--- src/rtl/core/bcd_tca_pkg.sv ---
// Shared types and constants for the ten's complement BCD ALU.
package bcd_tca_pkg;

  localparam int unsigned DigitsDefault = 16;
  localparam int unsigned DataW         = 64;
  localparam int unsigned CountW        = 6;

  typedef enum logic [1:0] {
    OP_ADD   = 2'd0,
    OP_SUB   = 2'd1,
    OP_NEG   = 2'd2,
    OP_SHIFT = 2'd3
  } opcode_e;

  typedef struct packed {
    opcode_e             opcode;
    logic [DataW-1:0]    operand_a;
    logic [DataW-1:0]    operand_b;
    logic [CountW-1:0]   shift_count;
  } in_item_t;

  typedef struct packed {
    logic [DataW-1:0] result_value;
    logic             is_negative;
  } out_item_t;

  typedef enum logic [3:0] {
    CMD_IDLE,
    CMD_LOAD,
    CMD_ADD_AB,
    CMD_NEG_B,
    CMD_ADD_A_ACC,
    CMD_NEG_A,
    CMD_HALVE,
    CMD_ROUND,
    CMD_PUBLISH
  } dp_cmd_e;

  typedef struct packed {
    opcode_e in_opcode;
    logic    in_cnt_zero;
    logic    cnt_last;
    logic    out_free;
  } dp_status_t;

  typedef enum logic [2:0] {
    S_IDLE,
    S_ADD,
    S_NEG_B,
    S_SUB_ADD,
    S_NEG_A,
    S_HALVE,
    S_ROUND,
    S_DONE
  } ctrl_state_e;

endpackage

--- src/rtl/core/bcd_tens_complement_alu_unit.sv ---
// Top level of the ten's complement packed BCD ALU.
//
// Input channel in_valid_i / in_stall_o / in_data_i carries opcode, two packed
// BCD operands (top digit is the sign, 0 or 9) and a halving count. Output
// channel out_valid_o / out_stall_i / out_data_o returns one result and its
// sign flag per input transfer, in order.
// One item is worked on at a time; a single shared decimal adder does every
// addition. Subtract negates b, then adds; a shift by n > 0 does one halving
// a cycle plus a rounding step; a shift by zero goes straight to the result.
// The next item is taken once the sequencer is back in idle after the result
// enters the output register, so a finished result may wait there while new
// work starts.
// A stalled result holds in the output register; the block then finishes the
// current item and waits with in_stall_o high until the register frees.
// Reset clears the sequencer and the output valid; no item is held.
module bcd_tens_complement_alu_unit #(
  parameter int unsigned DIGITS = bcd_tca_pkg::DigitsDefault
) (
  input  logic                   clk_i,
  input  logic                   rst_ni,
  input  logic                   in_valid_i,
  output logic                   in_stall_o,
  input  bcd_tca_pkg::in_item_t  in_data_i,
  output logic                   out_valid_o,
  input  logic                   out_stall_i,
  output bcd_tca_pkg::out_item_t out_data_o
);

  bcd_tca_pkg::dp_cmd_e    cmd;
  bcd_tca_pkg::dp_status_t status;

  bcd_tca_ctrl u_ctrl (
    .clk_i      (clk_i),
    .rst_ni     (rst_ni),
    .in_valid_i (in_valid_i),
    .status_i   (status),
    .cmd_o      (cmd),
    .in_stall_o (in_stall_o)
  );

  bcd_tca_datapath #(
    .DIGITS (DIGITS)
  ) u_datapath (
    .clk_i       (clk_i),
    .rst_ni      (rst_ni),
    .in_data_i   (in_data_i),
    .cmd_i       (cmd),
    .status_o    (status),
    .out_valid_o (out_valid_o),
    .out_data_o  (out_data_o),
    .out_stall_i (out_stall_i)
  );

`ifndef ASSERT_OFF
  a_sign_flag: assert property (@(posedge clk_i) disable iff (!rst_ni)
    out_valid_o |-> (out_data_o.is_negative ==
                     (out_data_o.result_value[4*DIGITS-1 -: 4] == 4'h9)))
    else $error("sign flag does not match sign digit");

  a_upper_zero: assert property (@(posedge clk_i) disable iff (!rst_ni)
    out_valid_o |-> ((out_data_o.result_value >> (4 * DIGITS)) == '0))
    else $error("result bits above the number are set");

  a_one_in_flight: assert property (@(posedge clk_i) disable iff (!rst_ni)
    (in_valid_i && !in_stall_o) |=> in_stall_o)
    else $error("input taken while an item is in flight");
`endif

endmodule

--- src/rtl/core/bcd_tca_ctrl.sv ---
// Sequencer for the ten's complement BCD ALU datapath.
module bcd_tca_ctrl (
  input  logic                    clk_i,
  input  logic                    rst_ni,
  input  logic                    in_valid_i,
  input  bcd_tca_pkg::dp_status_t status_i,
  output bcd_tca_pkg::dp_cmd_e    cmd_o,
  output logic                    in_stall_o
);

  bcd_tca_pkg::ctrl_state_e state_q, state_d;

  always_ff @(posedge clk_i or negedge rst_ni) begin
    if (!rst_ni) begin
      state_q <= bcd_tca_pkg::S_IDLE;
    end else begin
      state_q <= state_d;
    end
  end

  always_comb begin
    state_d    = state_q;
    cmd_o      = bcd_tca_pkg::CMD_IDLE;
    in_stall_o = 1'b1;
    unique case (state_q)
      bcd_tca_pkg::S_IDLE: begin
        in_stall_o = 1'b0;
        if (in_valid_i) begin
          cmd_o = bcd_tca_pkg::CMD_LOAD;
          unique case (status_i.in_opcode)
            bcd_tca_pkg::OP_ADD: state_d = bcd_tca_pkg::S_ADD;
            bcd_tca_pkg::OP_SUB: state_d = bcd_tca_pkg::S_NEG_B;
            bcd_tca_pkg::OP_NEG: state_d = bcd_tca_pkg::S_NEG_A;
            bcd_tca_pkg::OP_SHIFT: begin
              state_d = status_i.in_cnt_zero ? bcd_tca_pkg::S_DONE : bcd_tca_pkg::S_HALVE;
            end
            default: state_d = bcd_tca_pkg::S_IDLE;
          endcase
        end
      end
      bcd_tca_pkg::S_ADD: begin
        cmd_o   = bcd_tca_pkg::CMD_ADD_AB;
        state_d = bcd_tca_pkg::S_DONE;
      end
      bcd_tca_pkg::S_NEG_B: begin
        cmd_o   = bcd_tca_pkg::CMD_NEG_B;
        state_d = bcd_tca_pkg::S_SUB_ADD;
      end
      bcd_tca_pkg::S_SUB_ADD: begin
        cmd_o   = bcd_tca_pkg::CMD_ADD_A_ACC;
        state_d = bcd_tca_pkg::S_DONE;
      end
      bcd_tca_pkg::S_NEG_A: begin
        cmd_o   = bcd_tca_pkg::CMD_NEG_A;
        state_d = bcd_tca_pkg::S_DONE;
      end
      bcd_tca_pkg::S_HALVE: begin
        cmd_o = bcd_tca_pkg::CMD_HALVE;
        if (status_i.cnt_last) begin
          state_d = bcd_tca_pkg::S_ROUND;
        end
      end
      bcd_tca_pkg::S_ROUND: begin
        cmd_o   = bcd_tca_pkg::CMD_ROUND;
        state_d = bcd_tca_pkg::S_DONE;
      end
      bcd_tca_pkg::S_DONE: begin
        if (status_i.out_free) begin
          cmd_o   = bcd_tca_pkg::CMD_PUBLISH;
          state_d = bcd_tca_pkg::S_IDLE;
        end
      end
      default: state_d = bcd_tca_pkg::S_IDLE;
    endcase
  end

endmodule

--- src/rtl/core/bcd_tca_datapath.sv ---
// Operand registers, shared decimal adder, halving step and output register.
module bcd_tca_datapath #(
  parameter int unsigned DIGITS = bcd_tca_pkg::DigitsDefault
) (
  input  logic                    clk_i,
  input  logic                    rst_ni,
  input  bcd_tca_pkg::in_item_t   in_data_i,
  input  bcd_tca_pkg::dp_cmd_e    cmd_i,
  output bcd_tca_pkg::dp_status_t status_o,
  output logic                    out_valid_o,
  output bcd_tca_pkg::out_item_t  out_data_o,
  input  logic                    out_stall_i
);

  localparam int unsigned W = bcd_tca_pkg::DataW;
  localparam int unsigned CW = bcd_tca_pkg::CountW;
  localparam logic [W-1:0] DigitMask = {W{1'b1}} >> (W - 4 * DIGITS);
  localparam logic [W-1:0] AllNines  = {(W/4){4'h9}} & DigitMask;
  localparam logic [W-1:0] One       = {{(W-1){1'b0}}, 1'b1};

  logic [W-1:0]  a_q, b_q, acc_q, acc_d;
  logic [CW-1:0] cnt_q, cnt_d;
  logic          spill_q, spill_d;
  logic          out_valid_q, out_valid_d;
  bcd_tca_pkg::out_item_t out_q, out_d;

  logic [3:0]    sign_digit;
  logic [W-1:0]  nines_a, nines_b;
  logic [W-1:0]  add_x, add_y, add_sum;
  logic [W-1:0]  halved;
  logic [DIGITS-1:0] gen, prop, cin;
  logic [DIGITS:0]   csum;
  logic [4:0]    s0 [DIGITS];
  logic [4:0]    t;
  logic [4:0]    rd;
  logic          upper_odd;

  assign sign_digit = acc_q[4*DIGITS-1 -: 4];

  // nine's complement of the operand digits
  always_comb begin
    nines_a = '0;
    nines_b = '0;
    for (int k = 0; k < DIGITS; k++) begin
      nines_a[4*k +: 4] = 4'h9 - a_q[4*k +: 4];
      nines_b[4*k +: 4] = 4'h9 - b_q[4*k +: 4];
    end
  end

  always_comb begin
    add_x = acc_q;
    add_y = One;
    unique case (cmd_i)
      bcd_tca_pkg::CMD_ADD_AB: begin
        add_x = a_q;
        add_y = b_q;
      end
      bcd_tca_pkg::CMD_NEG_B: begin
        add_x = nines_b;
        add_y = One;
      end
      bcd_tca_pkg::CMD_ADD_A_ACC: begin
        add_x = a_q;
        add_y = acc_q;
      end
      bcd_tca_pkg::CMD_NEG_A: begin
        add_x = nines_a;
        add_y = One;
      end
      bcd_tca_pkg::CMD_ROUND: begin
        add_x = acc_q;
        add_y = (sign_digit == 4'h0) ? One : AllNines;
      end
      default: begin
        add_x = acc_q;
        add_y = One;
      end
    endcase
  end

  // decimal adder: digit carries resolved by one binary carry chain
  always_comb begin
    for (int k = 0; k < DIGITS; k++) begin
      s0[k]   = {1'b0, add_x[4*k +: 4]} + {1'b0, add_y[4*k +: 4]};
      gen[k]  = (s0[k] > 5'd9);
      prop[k] = (s0[k] == 5'd9);
    end
    csum    = {1'b0, gen} + {1'b0, gen | prop};
    cin     = csum[DIGITS-1:0] ^ gen ^ (gen | prop);
    add_sum = '0;
    t       = '0;
    rd      = '0;
    for (int k = 0; k < DIGITS; k++) begin
      t  = s0[k] + {4'b0, cin[k]};
      rd = (t > 5'd9) ? (t - 5'd10) : t;
      add_sum[4*k +: 4] = rd[3:0];
    end
  end

  // one halving step; the sign digit stays
  always_comb begin
    halved    = acc_q;
    upper_odd = 1'b0;
    for (int k = 0; k < DIGITS - 1; k++) begin
      upper_odd = (k == DIGITS - 2) ? (sign_digit == 4'h9) : acc_q[4*(k+1)];
      halved[4*k +: 4] = {1'b0, acc_q[4*k+1 +: 3]} + (upper_odd ? 4'd5 : 4'd0);
    end
  end

  always_comb begin
    acc_d       = acc_q;
    cnt_d       = cnt_q;
    spill_d     = spill_q;
    out_d       = out_q;
    out_valid_d = out_valid_q & out_stall_i;
    unique case (cmd_i)
      bcd_tca_pkg::CMD_LOAD: begin
        acc_d = in_data_i.operand_a & DigitMask;
        cnt_d = in_data_i.shift_count;
      end
      bcd_tca_pkg::CMD_ADD_AB, bcd_tca_pkg::CMD_NEG_B, bcd_tca_pkg::CMD_ADD_A_ACC,
      bcd_tca_pkg::CMD_NEG_A: begin
        acc_d = add_sum;
      end
      bcd_tca_pkg::CMD_HALVE: begin
        acc_d   = halved;
        spill_d = acc_q[0];
        cnt_d   = cnt_q - {{(CW-1){1'b0}}, 1'b1};
      end
      bcd_tca_pkg::CMD_ROUND: begin
        if (spill_q) begin
          acc_d = add_sum;
        end
      end
      bcd_tca_pkg::CMD_PUBLISH: begin
        out_d.result_value = acc_q;
        out_d.is_negative  = (sign_digit == 4'h9);
        out_valid_d        = 1'b1;
      end
      default: ;
    endcase
  end

  always_ff @(posedge clk_i) begin
    if (cmd_i == bcd_tca_pkg::CMD_LOAD) begin
      a_q <= in_data_i.operand_a;
      b_q <= in_data_i.operand_b;
    end
    acc_q   <= acc_d;
    cnt_q   <= cnt_d;
    spill_q <= spill_d;
    out_q   <= out_d;
  end

  always_ff @(posedge clk_i or negedge rst_ni) begin
    if (!rst_ni) begin
      out_valid_q <= 1'b0;
    end else begin
      out_valid_q <= out_valid_d;
    end
  end

  assign status_o.in_opcode   = in_data_i.opcode;
  assign status_o.in_cnt_zero = (in_data_i.shift_count == '0);
  assign status_o.cnt_last    = (cnt_q == {{(CW-1){1'b0}}, 1'b1});
  assign status_o.out_free    = ~out_valid_q | ~out_stall_i;

  assign out_valid_o = out_valid_q;
  assign out_data_o  = out_q;

endmodule

--- config.mk ---
export PLATFORM = sky130hd
export DESIGN_NAME = bcd_tens_complement_alu_unit
export DESIGN_NICKNAME = d
export VERILOG_FILES = /design/src/rtl/core/bcd_tca_pkg.sv /design/src/rtl/core/bcd_tens_complement_alu_unit.sv /design/src/rtl/core/bcd_tca_ctrl.sv /design/src/rtl/core/bcd_tca_datapath.sv
export SDC_FILE = /design/constraint.sdc
export NUM_CORES = 1
export LEC_CHECK = 0
export BUFFER_PORTS_ARGS = -buffer_cell sky130_fd_sc_hd__buf_2
export CAP_MARGIN = 10
export CORE_ASPECT_RATIO = 1.4
export CORE_MARGIN = 2
export CORE_UTILIZATION = 32
export DETAILED_ROUTE_END_ITERATION = 6
export SLEW_MARGIN = 30
export SYNTH_ARGS = -nofsm -noshare
export SYNTH_HDL_FRONTEND = slang
export SYNTH_SLANG_ARGS = --single-unit
export TNS_END_PERCENT = 50
--- constraint.sdc ---
create_clock -name clk_i -period 13.82 [get_ports clk_i]
set_clock_uncertainty 0.05 [all_clocks]
set_input_delay 4.146 -clock clk_i [delete_from_list [all_inputs] [get_ports clk_i]]
set_output_delay 4.146 -clock clk_i [all_outputs]
set_load 0.05 [all_outputs]
After elaboration in Yosys (flattened, before gate mapping):

Cells that the tools add are included.

* add/subtract/negate cells: 97
* magnitude comparators: 32
* equality and inequality tests: 40
* muxes and demuxes: 48
* bitwise logic cells: 8
* reductions and logical operators: 13

Operators with widths (number)
* 64-bit case mux with 3 select lines: 2
* 64-bit case mux with 4 select lines: 1
* 5-bit by 4-bit > comparator with 1-bit output, second input constant: 32
* 64-bit two-way mux: 2
* 4-bit subtractor, first input constant: 32
* 4-bit by 4-bit adder with 5-bit output: 16
* 5-bit by 1-bit adder with 5-bit output: 16
* 5-bit by 4-bit == test with 1-bit output, second input constant: 16
* 4-bit two-way mux: 17
* 4-bit subtractor, second input constant: 16
* 3-bit by 4-bit adder with 4-bit output: 15
* 3-bit two-way mux: 18
* 4-bit case mux with 8 select lines: 1
* 16-bit XOR: 2
* 16-bit adder: 1
* 4-bit by 3-bit == test with 1-bit output, second input constant: 4
* 16-bit OR: 1
* 3-bit case mux with 5 select lines: 1
* 3-bit == test, second input constant: 4
* 3-bit case mux with 4 select lines: 1
* 6-bit case mux with 2 select lines: 1
* 4-bit by 2-bit == test with 1-bit output, second input constant: 2
* 4-bit == test, second input constant: 2
* 4-bit OR reduction: 2
* other kinds (24): 33

* register bits after elaboration: 268
* input bits: 140
* output and inout port bits: 67
* logic and storage cells: 248

Longest topological paths before layout:

* depth in word-level cells: 18
* mapped depth: 42
* depth with buffers taken out: 39

Cells and area by module:

A second synthesis with hierarchy kept.

* cells, all modules: 1779
* area total of the unflattened synthesis: 18811.8 um2

Modules (own cells, without submodules)
* bcd_tca_datapath: instances 1, cells each 1735, area each 18435.2 um2, seq. area each 7952.6 um2
* bcd_tca_ctrl: instances 1, cells each 44, area each 376.6 um2, seq. area each 75.1 um2

Worst setup path after synthesis:

OpenSTA, ideal clock, no wires.

* path type: input -> register
* from: input out_stall_i
* to: register u_datapath.acc_q[0], enable pin
* setup time: 0.498 ns
* data arrival time: 13.537 ns
* data required time: 13.272 ns
* setup slack: -0.264 ns
* stages on the path: 5
* path buffers: 0
* cell sequence: a21oi_1 or3_1 nor2_1 nor2_1 a21oi_1

* word-level cells in the longest chain between the ends: 8
* elaborated cells on any way between the ends: 15
* those cells by class: eq/ne (8); mux (2); bitwise (2); reduce/logical (3)

Ends and longest elaborated chain
* start, declared: RTL line bcd_tens_complement_alu_unit.sv:25 `input logic out_stall_i,`
* 1-bit inverter *: RTL line bcd_tca_datapath.sv:166 `assign status_o.out_free = ~out_valid_q | ~out_stall_i;`
* 1-bit OR *: RTL line bcd_tca_datapath.sv:166
* 4-bit two-way mux *: RTL line bcd_tca_ctrl.sv:68 `if (status_i.out_free) begin`
* 4-bit case mux with 8 select lines *: RTL line bcd_tca_ctrl.sv:25 `unique case (state_q)`
* 4-bit by 2-bit == test with 1-bit output / 4-bit by 3-bit == test with 1-bit output (equally long branches): RTL line bcd_tca_datapath.sv:116 `unique case (cmd_i)`
* 4-bit OR reduction: RTL line bcd_tca_datapath.sv:116
* 4-bit nonzero test (no source line)
* 2-bit AND reduction (no source line) *
* end signal, assigned: RTL line bcd_tca_datapath.sv:149 `acc_q <= acc_d;`
* end, declared: RTL line bcd_tca_datapath.sv:21 `logic [W-1:0] a_q, b_q, acc_q, acc_d;`

Mark *: on every way between the ends. The rest lies on a longest branch, timed or not.
A chain may end at the register's enable or synchronous reset.

Final worst setup path:

* from: input out_stall_i
* to: register u_datapath.acc_q[38] (data pin)

* word-level cells in the longest chain between the ends: 18
* elaborated cells on any way between the ends: 55
* those cells by class: add/sub (13); order compare (11); eq/ne (17); mux (7); bitwise (5); reduce/logical (2)

Ends and longest elaborated chain
* 1-bit inverter *: RTL line bcd_tca_datapath.sv:166
* 1-bit OR *: RTL line bcd_tca_datapath.sv:166
* 4-bit two-way mux *: RTL line bcd_tca_ctrl.sv:68
* 4-bit case mux with 8 select lines *: RTL line bcd_tca_ctrl.sv:25
* 4-bit by 2-bit == test with 1-bit output / 4-bit by 3-bit == test with 1-bit output (equally long branches): RTL line bcd_tca_datapath.sv:53, bcd_tca_datapath.sv:116
* 2-bit OR reduction (no source line)
* 64-bit case mux with 3 select lines: RTL line bcd_tca_datapath.sv:53 `unique case (cmd_i)`
* 4-bit by 4-bit adder with 5-bit output: RTL line bcd_tca_datapath.sv:84 `s0[k] = {1'b0, add_x[4*k +: 4]} + {1'b0, add_y[4*k +: 4]};`
* (+2 left out)
* 16-bit adder: RTL line bcd_tca_datapath.sv:88 `csum = {1'b0, gen} + {1'b0, gen | prop};`
* 16-bit XOR (2 in series): RTL line bcd_tca_datapath.sv:89 `cin = csum[DIGITS-1:0] ^ gen ^ (gen | prop);`
* 5-bit by 1-bit adder with 5-bit output: RTL line bcd_tca_datapath.sv:94 `t = s0[k] + {4'b0, cin[k]};`
* 4-bit subtractor / 5-bit by 4-bit > comparator with 1-bit output (equally long branches): RTL line bcd_tca_datapath.sv:95 `rd = (t > 5'd9) ? (t - 5'd10) : t;`
* 4-bit two-way mux: RTL line bcd_tca_datapath.sv:95
* 64-bit two-way mux: RTL line bcd_tca_datapath.sv:131 `if (spill_q) begin`
* 64-bit case mux with 4 select lines *: RTL line bcd_tca_datapath.sv:116
* net u_datapath.acc_d[38]: RTL line bcd_tca_datapath.sv:21

The timed path passes the listed nets; every way through them passes the cells marked *. The select of a mux whose other input is x is not followed.

==> summary by stage <==
Synth
For this run, the leading register cell type out of synthesis is edfxtp_1. Summed over its instances, the top area cell type makes up 43.0% of the synthesized netlist area. The fraction of registers with async set or reset after synthesis is 1.49%. The number of unique standard cell types used by synthesis is 77. In this run the mean area of a mapped cell was 10.7 µm². The leading cell type by number of instances after synthesis is edfxtp_1. By area the synthesized netlist is led by edfxtp_1, ha_1, xnor2_1, nand2_1, a22oi_1. The Yosys step of the flow raised 0 warnings. In the synthesized netlist, the number of instances is 1725. Counting instances in the post-synthesis netlist gives the leading cell types as edfxtp_1, ha_1, nand2_1. Counting flops and latches in the post-synthesis netlist gives 268. The synthesized cell area is 0.0184 mm².

Summed over all instances, the cell type with the most area after synthesis is edfxtp_1. The number of nets produced by synthesis is 2068. In this run, synthesis inferred 264 flip-flops with an integrated enable. For this run, the register share of the synthesized area comes to 43.6%.

STA
At the pin with the least slew margin, the transition time is 0.853 ns. Of the available clock period, the critical path in the final layout requires 82.1%. The number of max-slew violations in the final report is 0.

The worst path in the final design needs a cycle of 11.34 ns, including I/O delays and setup. Setup violations remaining at the end of the flow were counted as 0. The top achievable clock speed is 0.0882 GHz. The final count of hold timing violations is 0. Headroom to the max-slew limit came out at 42.5%.

The final sum of negative setup slack is 0 ns. Setup repair after global routing left no endpoint under its margin.

Global routing
The largest net degree at the start of global routing is 66. The via count of the first global-routing pass is 15600. For this run the aggregate overflow at the end of global routing stands at 0.

The most congested layer reported by global routing is met2. The met3 track demand over resource in global routing is 3.14%. The global routing usage on met1 is 23.3%.

The global-route met2 utilization is 34.0%. The initial antenna violation count is 8. The first global-routing pass estimated 90300 µm of wire. The overall global routing resource usage is 19.9%.

Floorplanning
207 I/O pins were placed. The floorplan step defined a die boundary enclosing 0.0595 mm². The floorplan step set the die height to 288 µm. The floorplan row count is 104.

The core region is 0.0573 mm². The die extent in x is 207 µm. The initial utilization of the core area, before any placement, comes to 32.2%.

Route
The detailed-router iteration count before antenna repair is 5. The overall via count from detail_route is 15200. The ratio of routed vias to standard cells is 5.70. The per-cell routed wire length is 22.6 µm.

The detail route stage leaves a number of antenna-violating nets equal to 0. The total detailed-routing wirelength is 60300 µm. In this run, the number of DRC markers left after iteration 0 of detailed routing was 1175.

The detailed-route DRC error count is 0.

Worst hold path
The path class of the lowest-slack min-delay path is reg2reg. In this run the most critical hold path is launched from u_datapath.out_valid_o.

Clock network
The post-CTS setup repair buffer count is 0. The total clock buffers created by CTS is 29. The CTS tree is yes. The later-pin clock latency in the skew report is 0.57 ns. In this run, post-CTS repair resized a total of 0 instances. The count of hold-fix buffers inserted at cts is 0.

The maximum root-to-sink buffer count is 3. CTS built an H-tree with a depth of 1. CTS saw 268 sinks. The root buffer cell chosen for the clock tree is clkbuf_16. Clock-pin slew was measured on the worst setup and hold paths at 0.06 ns.

Worst setup path
Together, buffers and inverters on the worst path number 2. The endpoint class of the critical path is a flop. The worst setup path is of the in2reg kind. Tracing the worst setup path back leads to its startpoint at out_stall_i. Along the worst path, the maximum fanout reaches 31. The worst path required time is 14.16 ns. The library cell appearing most often on the critical path is ha_1.

The delay of the slowest critical-path stage is 0.72 ns. The cell type of the slowest stage on the worst timing path is or2_2. STA classifies the critical path startpoint as an input port. The dominant delay contributor by cell family on the critical path is compound AO/OA/AOI/OAI gates.

The source of the worst register-to-register timing path is u_ctrl.state_q[0]. The worst path arrival time is 11.68 ns.

Final layout
The net count of the finished layout is 2253. The number of standard cells in the final layout excluding fillers is 2673. The number of filler cells placed in the layout is 5722. The proportion of layout cells with a drive suffix above 1 is 16.8%. The synthesis-to-layout area growth is 16.0%.

Placed design
Once placement completed, the tool counted placed cells totaling 2619. The wire-length estimate of the detail-placed layout is 41900 µm. The count of buffers added on input and output ports is 206.

At the end of routability-driven placement, the weighted congestion stood at 0.891.

Outcome
The run finished with clean final reports.

Flow run
The reported max-cap violation count is 0.
per-layer routing:
layer	vias up	wire, µm
met2	671	28900
li1	6950	-
met5	-	86
met4	12	4070
met1	7413	23000
met3	193	4180
placed cells by master (no fill, tap or decap), types with 11 or more instances in the layout:
master	instances
xor2_1	30
mux2_2	11
a22oi_1	78
a221o_1	45
inv_1	90
clkbuf_16	29
edfxtp_1	264
a22o_1	31
o221ai_1	34
nor2_1	76
o21ai_1	19
a31oi_1	32
a21oi_1	82
nand2b_1	23
mux2i_1	39
a21o_1	29
xnor2_1	88
fa_1	16
nand2_1	164
nor2b_1	22
buf_4	23
nand3_1	34
ha_1	187
o21ai_0	98
a221oi_1	12
buf_2	206
nor3b_1	11
nor3_1	12
cell type report:
class	count	area [µm²]	area share, %
tap	742	928	4.35
timing repair buffer	232	1260	5.91
multi-input combinational	1288	9830	46.0
clock inverter	17	235	1.10
clock buffer	31	733	3.43
inverter	91	342	1.60
antenna	4	10.0	0.0468
sequential	268	8030	37.6
state kept, by name, summed over array words and instances (netlist names):
| name | count |
|---|---|
| u_datapath.cnt_q | 6 |
| u_datapath.spill_q | 1 |
| u_ctrl.state_q | 3 |
| u_datapath.out_data_o | 65 |
| u_datapath.a_q | 64 |
| u_datapath.out_valid_o | 1 |
| u_datapath.acc_q | 64 |
| u_datapath.b_q | 64 |
cell families (layout without fill, tap and decap cells):
group / count (synthesis) / in the layout / share of synthesized area (%)
compound gates: 525 / 525 / 20.1
simple gates: 390 / 390 / 9.82
flops: 268 / 268 / 43.6
fa+ha+maj: 203 / 203 / 14.4
buf+inv: 169 / 371 / 3.45
xor+xnor: 120 / 120 / 5.79
mux: 50 / 50 / 2.79
other cells: 0 / 4 / 0
final timing paths:
kind / endpoint / slack [ns] / cells past startpoint
max in group asynchronous: u_ctrl.state_q[0] / 10.28 / 1
max: u_datapath.acc_q[38] / 2.48 / 32
min: u_datapath.out_valid_o / 0.49 / 1
min reg2reg: u_datapath.out_valid_o / 0.49 / 1
max reg2reg: u_datapath.acc_q[38] / 5.19 / 37
min in group asynchronous: u_datapath.out_valid_o / 3.32 / 1
worst register-to-register path: cells and delay by family (launching register included):
| family | cells | cell delay, ns |
|---|---|---|
| AND/OR/NAND/NOR | 11 | 2.34 |
| AO/OA/AOI/OAI | 13 | 2.06 |
| adder cells (fa/ha/maj) | 6 | 1.64 |
| buffers and inverters | 4 | 1.01 |
| XOR/XNOR | 2 | 0.55 |
| flip-flops | 1 | 0.44 |
| multiplexers | 1 | 0.39 |
per-stage QoR:
step	setup slack [ns]	cell area [µm²]	utilization, %	hold slack (ns)
floorplan	2.01	18400	-	0.419
global placement	2.29	20300	35.5	0.469
detailed placement	2.02	20300	35.5	0.475
CTS	2.56	21300	37.2	0.490
global route	2.01	21400	37.3	0.497
finish	2.48	21400	37.3	0.487
Power is left out: the tool's default activity adds up to more than one toggle a clock period on the data nets, which glitch-free logic cannot reach.
